===== config.mk =====
export PLATFORM = sky130hd
export DESIGN_NAME = msgpack_integer_decoder_unit
export DESIGN_NICKNAME = d
export VERILOG_FILES = /design/src/hw/rtl/msgid_pkg.sv /design/src/hw/rtl/msgid_step.sv /design/src/hw/rtl/msgpack_integer_decoder_unit.sv
export SDC_FILE = /design/constraint.sdc
export NUM_CORES = 1
export LEC_CHECK = 0
export BUFFER_PORTS_ARGS = -buffer_cell sky130_fd_sc_hd__buf_2
export CORE_ASPECT_RATIO = 1.5
export CORE_MARGIN = 5
export CORE_UTILIZATION = 52
export DETAILED_ROUTE_END_ITERATION = 6
export GPL_TIMING_DRIVEN = 0
export PLACE_DENSITY = 0.78
export SLEW_MARGIN = 20
export SYNTH_ARGS = -nofsm -noshare
export SYNTH_HDL_FRONTEND = slang
export SYNTH_SLANG_ARGS = --single-unit

===== constraint.sdc =====
create_clock -name clk -period 5 [get_ports clk]
set_clock_uncertainty 0.15 [all_clocks]
set_input_delay 0.75 -clock clk [delete_from_list [all_inputs] [get_ports clk]]
set_output_delay 0.75 -clock clk [all_outputs]
set_load 0.02 [all_outputs]

===== src/hw/rtl/msgid_pkg.sv =====
// ----------------------------------------------------------------------------
// msgid_pkg
// Shared types and constants for the MessagePack integer decoder.
// ----------------------------------------------------------------------------
package msgid_pkg;

  // Target width codes
  typedef enum logic [1:0] {
    WIDTH_8  = 2'd0,
    WIDTH_16 = 2'd1,
    WIDTH_32 = 2'd2,
    WIDTH_64 = 2'd3
  } width_code_t;

  // Configuration register indexes
  localparam logic CFG_WIDTH_CODE = 1'b0;
  localparam logic CFG_IS_SIGNED  = 1'b1;

  localparam logic RESET_IS_SIGNED = 1'b1;

  // Header bytes
  localparam logic [7:0] HDR_UINT8  = 8'hCC;
  localparam logic [7:0] HDR_UINT16 = 8'hCD;
  localparam logic [7:0] HDR_UINT32 = 8'hCE;
  localparam logic [7:0] HDR_UINT64 = 8'hCF;
  localparam logic [7:0] HDR_INT8   = 8'hD0;
  localparam logic [7:0] HDR_INT16  = 8'hD1;
  localparam logic [7:0] HDR_INT32  = 8'hD2;
  localparam logic [7:0] HDR_INT64  = 8'hD3;
  localparam logic [7:0] NEG_FIXINT_MIN = 8'hE0;

  // Total item lengths of the multi-byte forms
  localparam logic [3:0] LEN_8BIT  = 4'd2;
  localparam logic [3:0] LEN_16BIT = 4'd3;
  localparam logic [3:0] LEN_32BIT = 4'd5;
  localparam logic [3:0] LEN_64BIT = 4'd9;

  typedef struct packed {
    logic [3:0]  remaining;
    logic [63:0] acc;
    logic        src_signed;
    logic [3:0]  total_len;
  } msgid_state_t;

  typedef struct packed {
    logic [63:0] value;
    logic        ok;
    logic [3:0]  length;
  } msgid_result_t;

endpackage


===== src/hw/rtl/msgid_step.sv =====
// ----------------------------------------------------------------------------
// msgid_step
// Combinational decode of one byte against the current item state: header
// classification, payload shift and final extension/wrap.
// ----------------------------------------------------------------------------
module msgid_step
  import msgid_pkg::*;
(
  input  logic [7:0]    data_byte,
  input  msgid_state_t  state,
  input  width_code_t   width_code,
  input  logic          is_signed,
  output msgid_state_t  state_next,
  output logic          emit,
  output msgid_result_t result
);

  logic [63:0] acc_shift;
  logic [3:0]  payload_len;
  logic        hdr_signed;

  // wrap to target width, extend by target signedness
  function automatic logic [63:0] fit_target(input logic [63:0] v, input width_code_t wc,
                                             input logic sgn);
    logic [63:0] r;
    r = v;
    unique case (wc)
      WIDTH_8:  r = {{56{sgn & v[7]}},  v[7:0]};
      WIDTH_16: r = {{48{sgn & v[15]}}, v[15:0]};
      WIDTH_32: r = {{32{sgn & v[31]}}, v[31:0]};
      WIDTH_64: r = v;
      default:  r = v;
    endcase
    return r;
  endfunction

  // sign-extend a signed source form from its payload width
  function automatic logic [63:0] src_extend(input logic [63:0] v, input logic [3:0] tlen,
                                             input logic s);
    logic [63:0] r;
    r = v;
    if (s) begin
      priority case (tlen)
        LEN_8BIT:  r = {{56{v[7]}},  v[7:0]};
        LEN_16BIT: r = {{48{v[15]}}, v[15:0]};
        LEN_32BIT: r = {{32{v[31]}}, v[31:0]};
        default:   r = v;
      endcase
    end
    return r;
  endfunction

  assign acc_shift = {state.acc[55:0], data_byte};

  // payload length of a header byte, 0 when not accepted
  always_comb begin
    payload_len = 4'd0;
    hdr_signed  = 1'b0;
    unique case (data_byte)
      HDR_UINT8:  payload_len = 4'd1;
      HDR_UINT16: if (width_code != WIDTH_8) payload_len = 4'd2;
      HDR_UINT32: if (width_code == WIDTH_32 || width_code == WIDTH_64) payload_len = 4'd4;
      HDR_UINT64: if (width_code == WIDTH_64) payload_len = 4'd8;
      HDR_INT8: begin
        hdr_signed = 1'b1;
        if (is_signed) payload_len = 4'd1;
      end
      HDR_INT16: begin
        hdr_signed = 1'b1;
        if (is_signed && width_code != WIDTH_8) payload_len = 4'd2;
      end
      HDR_INT32: begin
        hdr_signed = 1'b1;
        if (is_signed && (width_code == WIDTH_32 || width_code == WIDTH_64))
          payload_len = 4'd4;
      end
      HDR_INT64: begin
        hdr_signed = 1'b1;
        if (is_signed && width_code == WIDTH_64) payload_len = 4'd8;
      end
      default: payload_len = 4'd0;
    endcase
  end

  always_comb begin
    state_next = state;
    emit       = 1'b0;
    result     = '{value: 64'd0, ok: 1'b0, length: 4'd0};
    if (state.remaining != 4'd0) begin
      state_next.acc       = acc_shift;
      state_next.remaining = state.remaining - 4'd1;
      if (state.remaining == 4'd1) begin
        emit   = 1'b1;
        result = '{value:  fit_target(src_extend(acc_shift, state.total_len, state.src_signed),
                                      width_code, is_signed),
                   ok:     1'b1,
                   length: state.total_len};
      end
    end else if (!data_byte[7]) begin
      emit   = 1'b1;
      result = '{value: fit_target({56'd0, data_byte}, width_code, is_signed),
                 ok: 1'b1, length: 4'd1};
    end else if (data_byte >= NEG_FIXINT_MIN && is_signed) begin
      emit   = 1'b1;
      result = '{value: fit_target({{56{1'b1}}, data_byte}, width_code, is_signed),
                 ok: 1'b1, length: 4'd1};
    end else if (payload_len == 4'd0) begin
      // rejected header: failure beat, stay awaiting a header
      emit = 1'b1;
    end else begin
      state_next.remaining  = payload_len;
      state_next.total_len  = payload_len + 4'd1;
      state_next.src_signed = hdr_signed;
      state_next.acc        = 64'd0;
    end
  end

endmodule


===== src/hw/rtl/msgpack_integer_decoder_unit.sv =====
// ----------------------------------------------------------------------------
// msgpack_integer_decoder_unit
// Path from byte accept to the result beat: the input reg, then the result reg.
// Throughput: one byte per cycle; a stalled result holds only bytes that emit.
// Reset (rst, synchronous): awaiting header, pipeline empty, width 64, signed.
// Configuration writes take effect on the next cycle; write only when idle.
// ----------------------------------------------------------------------------
module msgpack_integer_decoder_unit
  import msgid_pkg::*;
(
  input  logic        clk,
  input  logic        rst,
  // configuration
  input  logic        cfg_write_en,
  input  logic        cfg_index,
  input  logic [1:0]  cfg_data,
  // byte stream
  input  logic        in_valid,
  output logic        in_ready,
  input  logic [7:0]  data_byte,
  // result
  output logic        out_valid,
  input  logic        out_ready,
  output logic [63:0] value,
  output logic        ok,
  output logic [3:0]  length
);

  width_code_t   width_code;
  logic          is_signed;

  logic          byte_valid;
  logic [7:0]    byte_reg;

  msgid_state_t  state;
  msgid_state_t  state_next;
  logic          emit;
  msgid_result_t result;

  logic          out_free;
  logic          advance;

  always_ff @(posedge clk) begin
    if (rst) begin
      width_code <= WIDTH_64;
      is_signed  <= RESET_IS_SIGNED;
    end else if (cfg_write_en) begin
      if (cfg_index == CFG_WIDTH_CODE) width_code <= width_code_t'(cfg_data);
      else                             is_signed  <= cfg_data[0];
    end
  end

  msgid_step u_step (
    .data_byte  (byte_reg),
    .state      (state),
    .width_code (width_code),
    .is_signed  (is_signed),
    .state_next (state_next),
    .emit       (emit),
    .result     (result)
  );

  assign out_free = !out_valid || out_ready;
  assign advance  = byte_valid && (!emit || out_free);
  assign in_ready = !byte_valid || advance;

  always_ff @(posedge clk) begin
    if (rst) begin
      byte_valid <= 1'b0;
    end else if (in_ready) begin
      byte_valid <= in_valid;
    end
  end

  always_ff @(posedge clk) begin
    if (in_ready && in_valid) begin
      byte_reg <= data_byte;
    end
  end

  always_ff @(posedge clk) begin
    if (rst) begin
      state <= '{remaining: 4'd0, acc: 64'd0, src_signed: 1'b0, total_len: 4'd0};
    end else if (advance) begin
      state <= state_next;
    end
  end

  always_ff @(posedge clk) begin
    if (rst) begin
      out_valid <= 1'b0;
    end else if (out_free) begin
      out_valid <= advance && emit;
    end
  end

  always_ff @(posedge clk) begin
    if (advance && emit) begin
      value  <= result.value;
      ok     <= result.ok;
      length <= result.length;
    end
  end

  // failure beats carry nothing
  assert property (@(posedge clk) disable iff (rst)
    out_valid && !ok |-> length == 4'd0 && value == 64'd0)
    else $error("failure beat with nonzero payload");

  // good beats only carry lengths of real forms
  assert property (@(posedge clk) disable iff (rst)
    out_valid && ok |-> length == 4'd1 || length == LEN_8BIT || length == LEN_16BIT ||
                        length == LEN_32BIT || length == LEN_64BIT)
    else $error("bad item length");

  // payload count never exceeds the longest form
  assert property (@(posedge clk) disable iff (rst) state.remaining <= 4'd8)
    else $error("payload count out of range");

  // an accepted byte is held in the input register next cycle
  assert property (@(posedge clk) disable iff (rst) in_valid && in_ready |=> byte_valid)
    else $error("accepted byte lost");

endmodule


* Word level (Yosys, flattened, before mapping)
Index checks and enable logic that the tools add are counted.
** Word-level totals
- Register bits after elaboration :: 147
- Input port bits :: 16
- Logic and storage cells :: 94
- Output and inout port bits :: 71
** Operators by class
- Reduce and logical (&&, ||, !) cells :: 25
- Add/subtract/negate cells :: 2
- $lt $le $gt $ge :: 1
- Equal/unequal tests :: 17
- Mux-type cells :: 29
- Bitwise gates (word level) :: 8
** Operators by type and width (count)
- $pmux 64 s4 :: 2
- $mux 69 :: 4
- $mux 73 :: 3
- $mux 64 :: 3
- $pmux 64 s3 :: 1
- $pmux 64 s2 :: 1
- $mux 68 :: 1
- $eq 8x8->1 const B :: 8
- $pmux 4 s8 :: 1
- $eq 4x2->1 const B :: 2
- $ge 8x8->1 const B :: 1
- $mux 4 :: 2
- $logic_and 1x1->1 :: 7
- $mux 1 :: 7
- $mux 3 :: 2
- $reduce_and 5->1 :: 1
- $add 4x1->4 const B :: 1
- $and 1x1->1 :: 4
- $eq 2x2->1 const B :: 2
- $eq 4x1->1 const B :: 1
- $eq 4x3->1 const B :: 1
- $logic_not 4->1 :: 1
- $logic_or 1x1->1 :: 4
- $mux 2 :: 2
- 12 further kinds :: 20

* Depth between registers and ports, before layout
Gate-level depths: netlist (run 1).
- Word-level depth :: 15
- Depth in mapped cells :: 11
- Mapped depth without buffers :: 8

* Hierarchy
From an unflattened synthesis (run 1), not the netlist that was laid out.
** Unflattened totals
- Cell total of the unflattened synthesis :: 877
- Area, all modules :: 8534.4 um^2
** By module, submodules not included
- msgpack_integer_decoder_unit :: times used 1, cells each 415, sequential area each 3873.7 um^2, area an instance 5846.9 um^2
- msgid_step :: times used 1, cells each 462, sequential area each 0.0 um^2, area an instance 2687.6 um^2

* Worst setup path after synthesis (run 1)
OpenSTA, ideal clock, no wires.
- Path kind :: register -> register
- Start :: register byte_reg[4]
- End :: register length[0] (enable)
- Slack :: -514 ps
- Data required time :: 4353 ps
- Setup time :: 497 ps
- Arrival time :: 4867 ps
- Stages on the path, launching flop included :: 11
- Path buffers :: 2
- Clock period less this slack :: 5514 ps
- Path through :: edfxtp_1 -> and4bb_1 -> o21ai_1 -> nor4b_1 -> inv_1 -> ha_1 -> and3_1 -> clkbuf_1 -> buf_2 -> o21ai_0 -> nor2_1
** Between the ends
- Cells in the longest elaborated chain, start to end :: 11
- Elaborated cells between the ends (all ways) :: 20
- Classes of those cells :: order compare: 1; eq/ne: 8; mux: 5; reduce/logical: 6
** Ends and longest elaborated chain
- start, declared :: RTL line msgpack_integer_decoder_unit.sv:33 : logic [7:0] byte_reg;
- start signal, assigned :: RTL line msgpack_integer_decoder_unit.sv:77 : byte_reg <= data_byte;
- $eq 8x8->1 :: RTL line msgid_step.sv:59 : unique case (data_byte)
- $pmux 4 s8 :: RTL line msgid_step.sv:59
- $logic_not 4->1 :: RTL line msgid_step.sv:107 : end else if (payload_len == 4'd0) begin
- $mux 1 :: RTL line msgid_step.sv:107
- $mux 1 (*) :: RTL line msgid_step.sv:103 : end else if (data_byte >= NEG_FIXINT_MIN && is_signed) begin
- $mux 1 (*) :: RTL line msgid_step.sv:99 : end else if (!data_byte[7]) begin
- $mux 1 (*) :: RTL line msgid_step.sv:89 : if (state.remaining != 4'd0) begin
- $logic_not 1->1 :: RTL line msgpack_integer_decoder_unit.sv:64 : assign advance = byte_valid && (!emit || out_free);
- $logic_or 1x1->1 :: RTL line msgpack_integer_decoder_unit.sv:64
- $logic_and 1x1->1 :: RTL line msgpack_integer_decoder_unit.sv:64
- $logic_and 1x1->1 (*) :: RTL line msgpack_integer_decoder_unit.sv:98 : if (advance && emit) begin
- end signal, assigned :: RTL line msgpack_integer_decoder_unit.sv:101 : length <= result.length;
- end, declared :: RTL line msgpack_integer_decoder_unit.sv:26 : output logic [3:0] length
Every way passes the cells marked *; elsewhere a longest branch is shown, timed or not.
A chain may end at the register's enable or synchronous reset.

* Worst setup path after layout (run 1)
- Start :: register byte_reg[2]
- End :: output in_ready
** Between the ends
- Cells in the longest elaborated chain, start to end :: 11
- Elaborated cells between the ends (all ways) :: 20
- Classes of those cells :: order compare: 1; eq/ne: 8; mux: 5; reduce/logical: 6
** Ends and longest elaborated chain
- $eq 8x8->1 :: RTL line msgid_step.sv:59
- $pmux 4 s8 :: RTL line msgid_step.sv:59
- $logic_not 4->1 :: RTL line msgid_step.sv:107
- $mux 1 :: RTL line msgid_step.sv:107
- $mux 1 (*) :: RTL line msgid_step.sv:103
- $mux 1 (*) :: RTL line msgid_step.sv:99
- $mux 1 (*) :: RTL line msgid_step.sv:89
- $logic_not 1->1 (*) :: RTL line msgpack_integer_decoder_unit.sv:64
- $logic_or 1x1->1 (*) :: RTL line msgpack_integer_decoder_unit.sv:64
- $logic_and 1x1->1 (*) :: RTL line msgpack_integer_decoder_unit.sv:64
- $logic_or 1x1->1 (*) :: RTL line msgpack_integer_decoder_unit.sv:65 : assign in_ready = !byte_valid || advance;
- end, declared :: RTL line msgpack_integer_decoder_unit.sv:19 : output logic in_ready,
Marks and branches as above.

==> results of run 1 <==
## per-stage QoR
stage | setup TNS, ps | total power [mW]
floorplan | 0 | 1.47
global placement | -46440 | 1.53
detailed placement | 0 | 1.54
CTS | 0 | 2.86
global route | 0 | 2.94
finish | 0 | 2.86
## layout make-up
type / count / share of cell area, %
Clock inverter: 12 / 2.35
Sequential cell: 147 / 49.0
Buffer: 51 / 3.12
Timing Repair Buffer: 88 / 6.31
Clock buffer: 20 / 5.90
Multi-Input combinational cell: 383 / 30.2
Tap cell: 153 / 2.53
Inverter: 12 / 0.595
## placed cells by master, fill, tap and decap left out, types with 10 or more instances in the layout
cell and count:
nor2_1 12, nand2_1 16, dfxtp_1 70, nand3_1 62
buf_2 92, clkbuf_1 39, o21ai_0 77, and2_1 10
clkbuf_16 17, a21oi_1 89, a21o_1 34, inv_1 12
o21ai_1 10, edfxtp_1 77
## worst max-delay path by stage
| stage | from | to | slack (ps) | cells past startpoint |
|---|---|---|---|---|
| after floorplan | byte_reg[4] | length[0] | 630 | 10 |
| after detailed placement | byte_reg[2] | value[28] | 940 | 11 |
| final | byte_reg[2] | in_ready | 570 | 9 |
| after global placement | byte_reg[4] | value[29] | -680 | 10 |
| after CTS | byte_reg[2] | in_ready | 580 | 9 |
| after global routing | byte_reg[2] | in_ready | 320 | 9 |
## cell families (layout without fill, tap and decap cells)
group                      Yosys count  count (layout)  share of synthesized area (%)
and+or+nand+nor                    137             137                           12.3
adders and majority gates            4               4                          0.798
xor gates and xnor gates             1               1                          0.140
buffers and inverters               63             183                           4.49
DFF                                147             147                           59.2
AOI/OAI and AO/OA                  235             235                           22.1
muxes                                6               6                          0.977
## metal layers
metal	up-vias	part of all wire [%]	GRT usage (%)
met5	-	0	0
met4	0	3.1	10.4
met3	41	5.5	4.78
met2	211	53	40.2
met1	2448	38	23.7
li1	2416	-	-
## worst reg2reg max path: stages, from the launching register on
cell and delay [ps]:
edfxtp_1 440, and4bb_1 360, o21ai_1 170, nor4b_1 720, inv_1 110, ha_1 320
and3_1 180, clkbuf_1 230, buf_2 270, o21ai_0 400, nor2_4 230, buf_12 230
## power by group through the flow
stage                     registers (mW)  logic, mW  clock network, mW
after detailed placement            1.35      0.189                  0
after floorplan                     1.39     0.0838                  0
after global placement              1.35      0.180                  0
after CTS                           1.33      0.191               1.35
after global routing                1.33      0.205               1.40
final                               1.33      0.190               1.34
==> metrics.cfg, run 1 <==
[logic_synthesis]
synth_fp_nets = 613
mappedNetlistArea_mm2 = 0.00627
post-synth-top-count-cell = a21oi_1
synth_top_cell_by_area = edfxtp_1
yosysUniqueCellTypes = 56
yosys-top-cells-area = edfxtp_1, dfxtp_1, a21oi_1, o21ai_0, nand3_1
yosysWarnings = 0
ys_async_sr_fraction_pct = 0
synth_top_area_share_pct = 36.8
synth_edf_count = 77
synthFlopType = edfxtp_1
synth_common_cells = a21oi_1, edfxtp_1, o21ai_0
ys_seq_area_share_pct = 59.2
synthCells = 593
ys_ff_latch = 147
synth.avg_cell_area_um2 = 10.6

[sta]
tightest_slew_ps = 777
whs_ps = 341
fin_ws_ps = 568
fmax_mhz = 226
setup_viol = 0
rsz0062_at_grt = false
layout_min_cycle_time_ps = 4430
hold_viol = 0
drv_slew = 0
relSlewSlack_pct = 47.5
fin_crit_sh_pct = 88.6

[critical_path]
critPathTopFamily = simple AND/OR/NAND/NOR gates
reg2reg_from = byte_reg[2]
arrival_ps = 3530
cp_max_fo = 7
cp_slowest_cell = nor4b_1
slowest_delay_ps = 720
cp-start-kind = flop
endpoint_kind = output port
cp.required_ps = 4100
crit_chain = and4bb_1 -> o21ai_1 -> nor4b_1 -> inv_1 -> ha_1 -> and3_1 -> clkbuf_1 -> o211ai_1 -> buf_2
reg2reg_depth = 11
crit-reg2reg-capture = value[22]
cp.buffers_inverters = 3
criticalPathCategory = reg -> out
r2r_setup_slack_ps = 920

[outcome]
status = complete, no violations

[detailed_routing]
drt_first_pass_iters = 6
finalWirelength_um = 15800
drc = 0
routedWlPerCell_um = 18.3
first_iter_violations = 475
antenna_left = 0
vias_per_cell = 5.91
vias = 5116

[layout]
area_delta_synth_final_pct = 20.7
multi_input_area_mm2 = 0.00229
final_core_util_pct = 63.7
stdcell_area_mm2 = 0.00758
seq_area_mm2 = 0.00371
num-fill-cells = 977
stdcell_count = 866
diodes = 0
largest_reg_flops = 65
final_net_count = 720
drive_gt1_share_pct = 19.8

[floorplan]
start_util_pct = 52.8
chipHeight_um = 145
die_x_um = 99.7
core_mm2 = 0.0119
core.rowCount = 49
die_area_mm2 = 0.0144
ioPinCount = 87

[clock_network]
clk_path_buf_depth = 2
h-tree-depth = 4
cts_setup_buffers = 0
clk_pin_slew_ps = 50
cts_root_buf = clkbuf_16
hold_buffers = 0
clock_sinks = 147
cts_resized = 0
cts_tree = built
clk_latency_ps = 420
cts_buffers = 17

[power]
irDropWorstVdd_v = 0.000359
combPwrFrac_pct = 6.7
p_leak_nw = 2.95
power_frac_seq_pct = 46.4
intPower_mw = 2.22
clockPowerShare_pct = 46.9
p_per_area_mw_per_mm2 = 377
p_sw_share_pct = 22.3
switching_power_mw = 0.638

[grt]
grt_util_all_layers_pct = 21.9
antenna_found_initial = 0
gr-total-overflow = 0
grt_first_pass_wirelength_um = 24700
grt_max_degree = 30
grt_pass1_vias = 4890

[place]
routabilityCongestion = 0.921
dp_slack_ps = 939
dpl-instance-area_mm2 = 0.00695
place_inst = 834
hpwl_um = 11300
port_buffers = 86

[hold_path]
hold_path.class = reg -> reg
hold_depth = 2
worstHoldEndpoint = out_valid
worstHoldStart = out_valid

[job]
maxCapViolCount = 0

Note: power is estimated with default switching activity, not from simulation.
==> run 2: changes to the inputs <==
--- a/config.mk
+++ b/config.mk
@@ -5,13 +5,14 @@
 export SDC_FILE = /design/constraint.sdc
 export NUM_CORES = 1
 export LEC_CHECK = 0
+export ABC_AREA = 1
 export BUFFER_PORTS_ARGS = -buffer_cell sky130_fd_sc_hd__buf_2
 export CORE_ASPECT_RATIO = 1.5
 export CORE_MARGIN = 5
-export CORE_UTILIZATION = 52
+export CORE_UTILIZATION = 53
 export DETAILED_ROUTE_END_ITERATION = 6
 export GPL_TIMING_DRIVEN = 0
-export PLACE_DENSITY = 0.78
+export PLACE_DENSITY = 0.86
 export SLEW_MARGIN = 20
 export SYNTH_ARGS = -nofsm -noshare
 export SYNTH_HDL_FRONTEND = slang
==> metrics.cfg, run 2 <==
[sta]
rsz0062_at_grt = false
setup_viol = 0
drv_slew = 0
relSlewSlack_pct = 62.3
layout_min_cycle_time_ps = 3370
tightest_slew_ps = 566
hold_viol = 0
setup_tns_ps = 0
fin_crit_sh_pct = 67.4
fmax_mhz = 297

[layout]
area_delta_synth_final_pct = 17.4
drive_gt1_share_pct = 14.5
final_net_count = 1139
layout_common_cells = nand2_1, nor2_1, buf_2, inv_1, edfxtp_1
largest_reg_flops = 65
stdcell_count = 1297
layout_commonest_cell = nand2_1
diodes = 0

[clock_network]
cts_root_buf = clkbuf_16
clock_sinks = 147
clk_latency_ps = 420
cts_resized = 0
clk_path_buf_depth = 2
clk_pin_slew_ps = 60
cts_buffers = 17
cts_setup_buffers = 0
hold_buffers = 0
cts_tree = built
h-tree-depth = 4

[grt]
grt_pass1_vias = 6492
grt_first_pass_wirelength_um = 30000
gr-total-overflow = 0
antenna_found_initial = 0
grt_util_all_layers_pct = 23.0
grt_max_degree = 37

[floorplan]
chipHeight_um = 155
start_util_pct = 53.5
die_x_um = 107
core.rowCount = 53
die_area_mm2 = 0.0165
ioPinCount = 87
core_mm2 = 0.0139

[power]
p_leak_nw = 4.48
p_per_area_mw_per_mm2 = 335
irDropWorstVdd_v = 0.000233

[logic_synthesis]
synth_edf_count = 77
synth_common_cells = nand2_1, nor2_1, inv_1
ys_seq_area_share_pct = 50.1
yosysUniqueCellTypes = 33
post-synth-top-count-cell = nand2_1
yosysWarnings = 0
synth_top_cell_by_area = edfxtp_1
ys_async_sr_fraction_pct = 0
ys_ff_latch = 147
mappedNetlistArea_mm2 = 0.00742
synth_fp_nets = 1033
yosys-top-cells-area = edfxtp_1, nand2_1, dfxtp_1, nor2_1, inv_1
synthCells = 1013
synthFlopType = edfxtp_1
synth_top_area_share_pct = 31.2
synth.avg_cell_area_um2 = 7.32

[place]
place_inst = 1265
hpwl_um = 13500
routabilityCongestion = 0.935
port_buffers = 86

[detailed_routing]
drc = 0
drt_first_pass_iters = 5
routedWlPerCell_um = 14.3
finalWirelength_um = 18600
antenna_left = 0
first_iter_violations = 470
vias_per_cell = 5.24
vias = 6797

[critical_path]
cp.required_ps = 4100
slowest_delay_ps = 380
crit_chain = inv_1 -> nand2_1 -> nor2_1 -> nand2_1 -> o22ai_1 -> inv_1 -> ha_1 -> nand3_2 -> nand2_2 -> nand3_1 -> buf_2
criticalPathCategory = reg -> out
cp_max_fo = 4
arrival_ps = 2470
reg2reg_from = byte_reg[4]
cp-start-kind = flop
endpoint_kind = output port
cp_slowest_cell = edfxtp_1
crit_path_start = byte_reg[4]

[hold_path]
worstHoldStart = data_byte[5]
hold_path.class = in -> reg

[outcome]
status = complete, no violations

[job]
maxCapViolCount = 0

## run 2: cell types whose count changed after synthesis, sizes merged, moves of 29 or more
cell / delta
a21o: -35
a21oi: -77
inv: +99
nand2: +364
nand3: -40
nor2: +171
o211ai: +29
o21ai: -55
## run 2: kinds of logic (layout without fill, tap and decap cells)
group,after synthesis,count (layout),share of synthesized area (%)
adders and majority gates,4,4,0.675
xor gates and xnor gates,1,1,0.118
AOI/OAI and AO/OA,81,81,6.80
and+or+nand+nor,609,609,32.7
buffers and inverters,171,290,9.58
DFF,147,147,50.1
## run 2: final cells by class
type / instances / area (µm²)
Multi-Input combinational cell: 695 / 2990
Clock inverter: 15 / 203
Tap cell: 165 / 206
Buffer: 60 / 294
Clock buffer: 17 / 425
Fill cell: 1177 / 5160
Inverter: 111 / 419
Timing Repair Buffer: 87 / 450
Sequential cell: 147 / 3710
## run 2: through the flow
step | utilization (%) | power (mW) | hold slack [ps] | cell area (µm²) | worst slack [ps]
after detailed placement | 58.3 | 1.58 | 363 | 8080 | 1860
after CTS | 62.8 | 2.92 | 345 | 8700 | 1660
after global routing | 62.8 | 3.01 | 338 | 8700 | 1430
final | 62.8 | 2.91 | 349 | 8700 | 1630
after floorplan | - | 1.51 | 333 | 7420 | 1460
after global placement | 58.1 | 1.58 | 357 | 8050 | 623
## run 2: path summary, 6_finish.rpt
| kind | endpoint | slack [ps] | cells past startpoint |
|---|---|---|---|
| max reg2reg | value[25] | 1820 | 13 |
| min | byte_reg[5] | 350 | 1 |
| min reg2reg | state[58] | 370 | 4 |
| max | in_ready | 1630 | 11 |
## run 2: power by group
part	leakage [nW]	switching (mW)	internal, mW
Combinational	2.88	0.164	0.0594
Clock	0.296	0.517	0.839
Sequential	1.31	0.0142	1.32
## run 2: layer usage
layer / GRT usage, % / share of wire, % / vias up
li1: - / - / 3380
met1: 23.3 / 36 / 3029
met2: 41.1 / 51 / 289
met3: 4.90 / 5.9 / 99
met4: 17.1 / 7.0 / 0
met5: 0 / 0 / -
## run 2: critical path, delay by kind of cell (launching register included)
kind            cells  cell delay (ps)
simple gates        6              730
buf+inv             3              440
flops               1              380
compound gates      1              290
fa+ha+maj           1              220
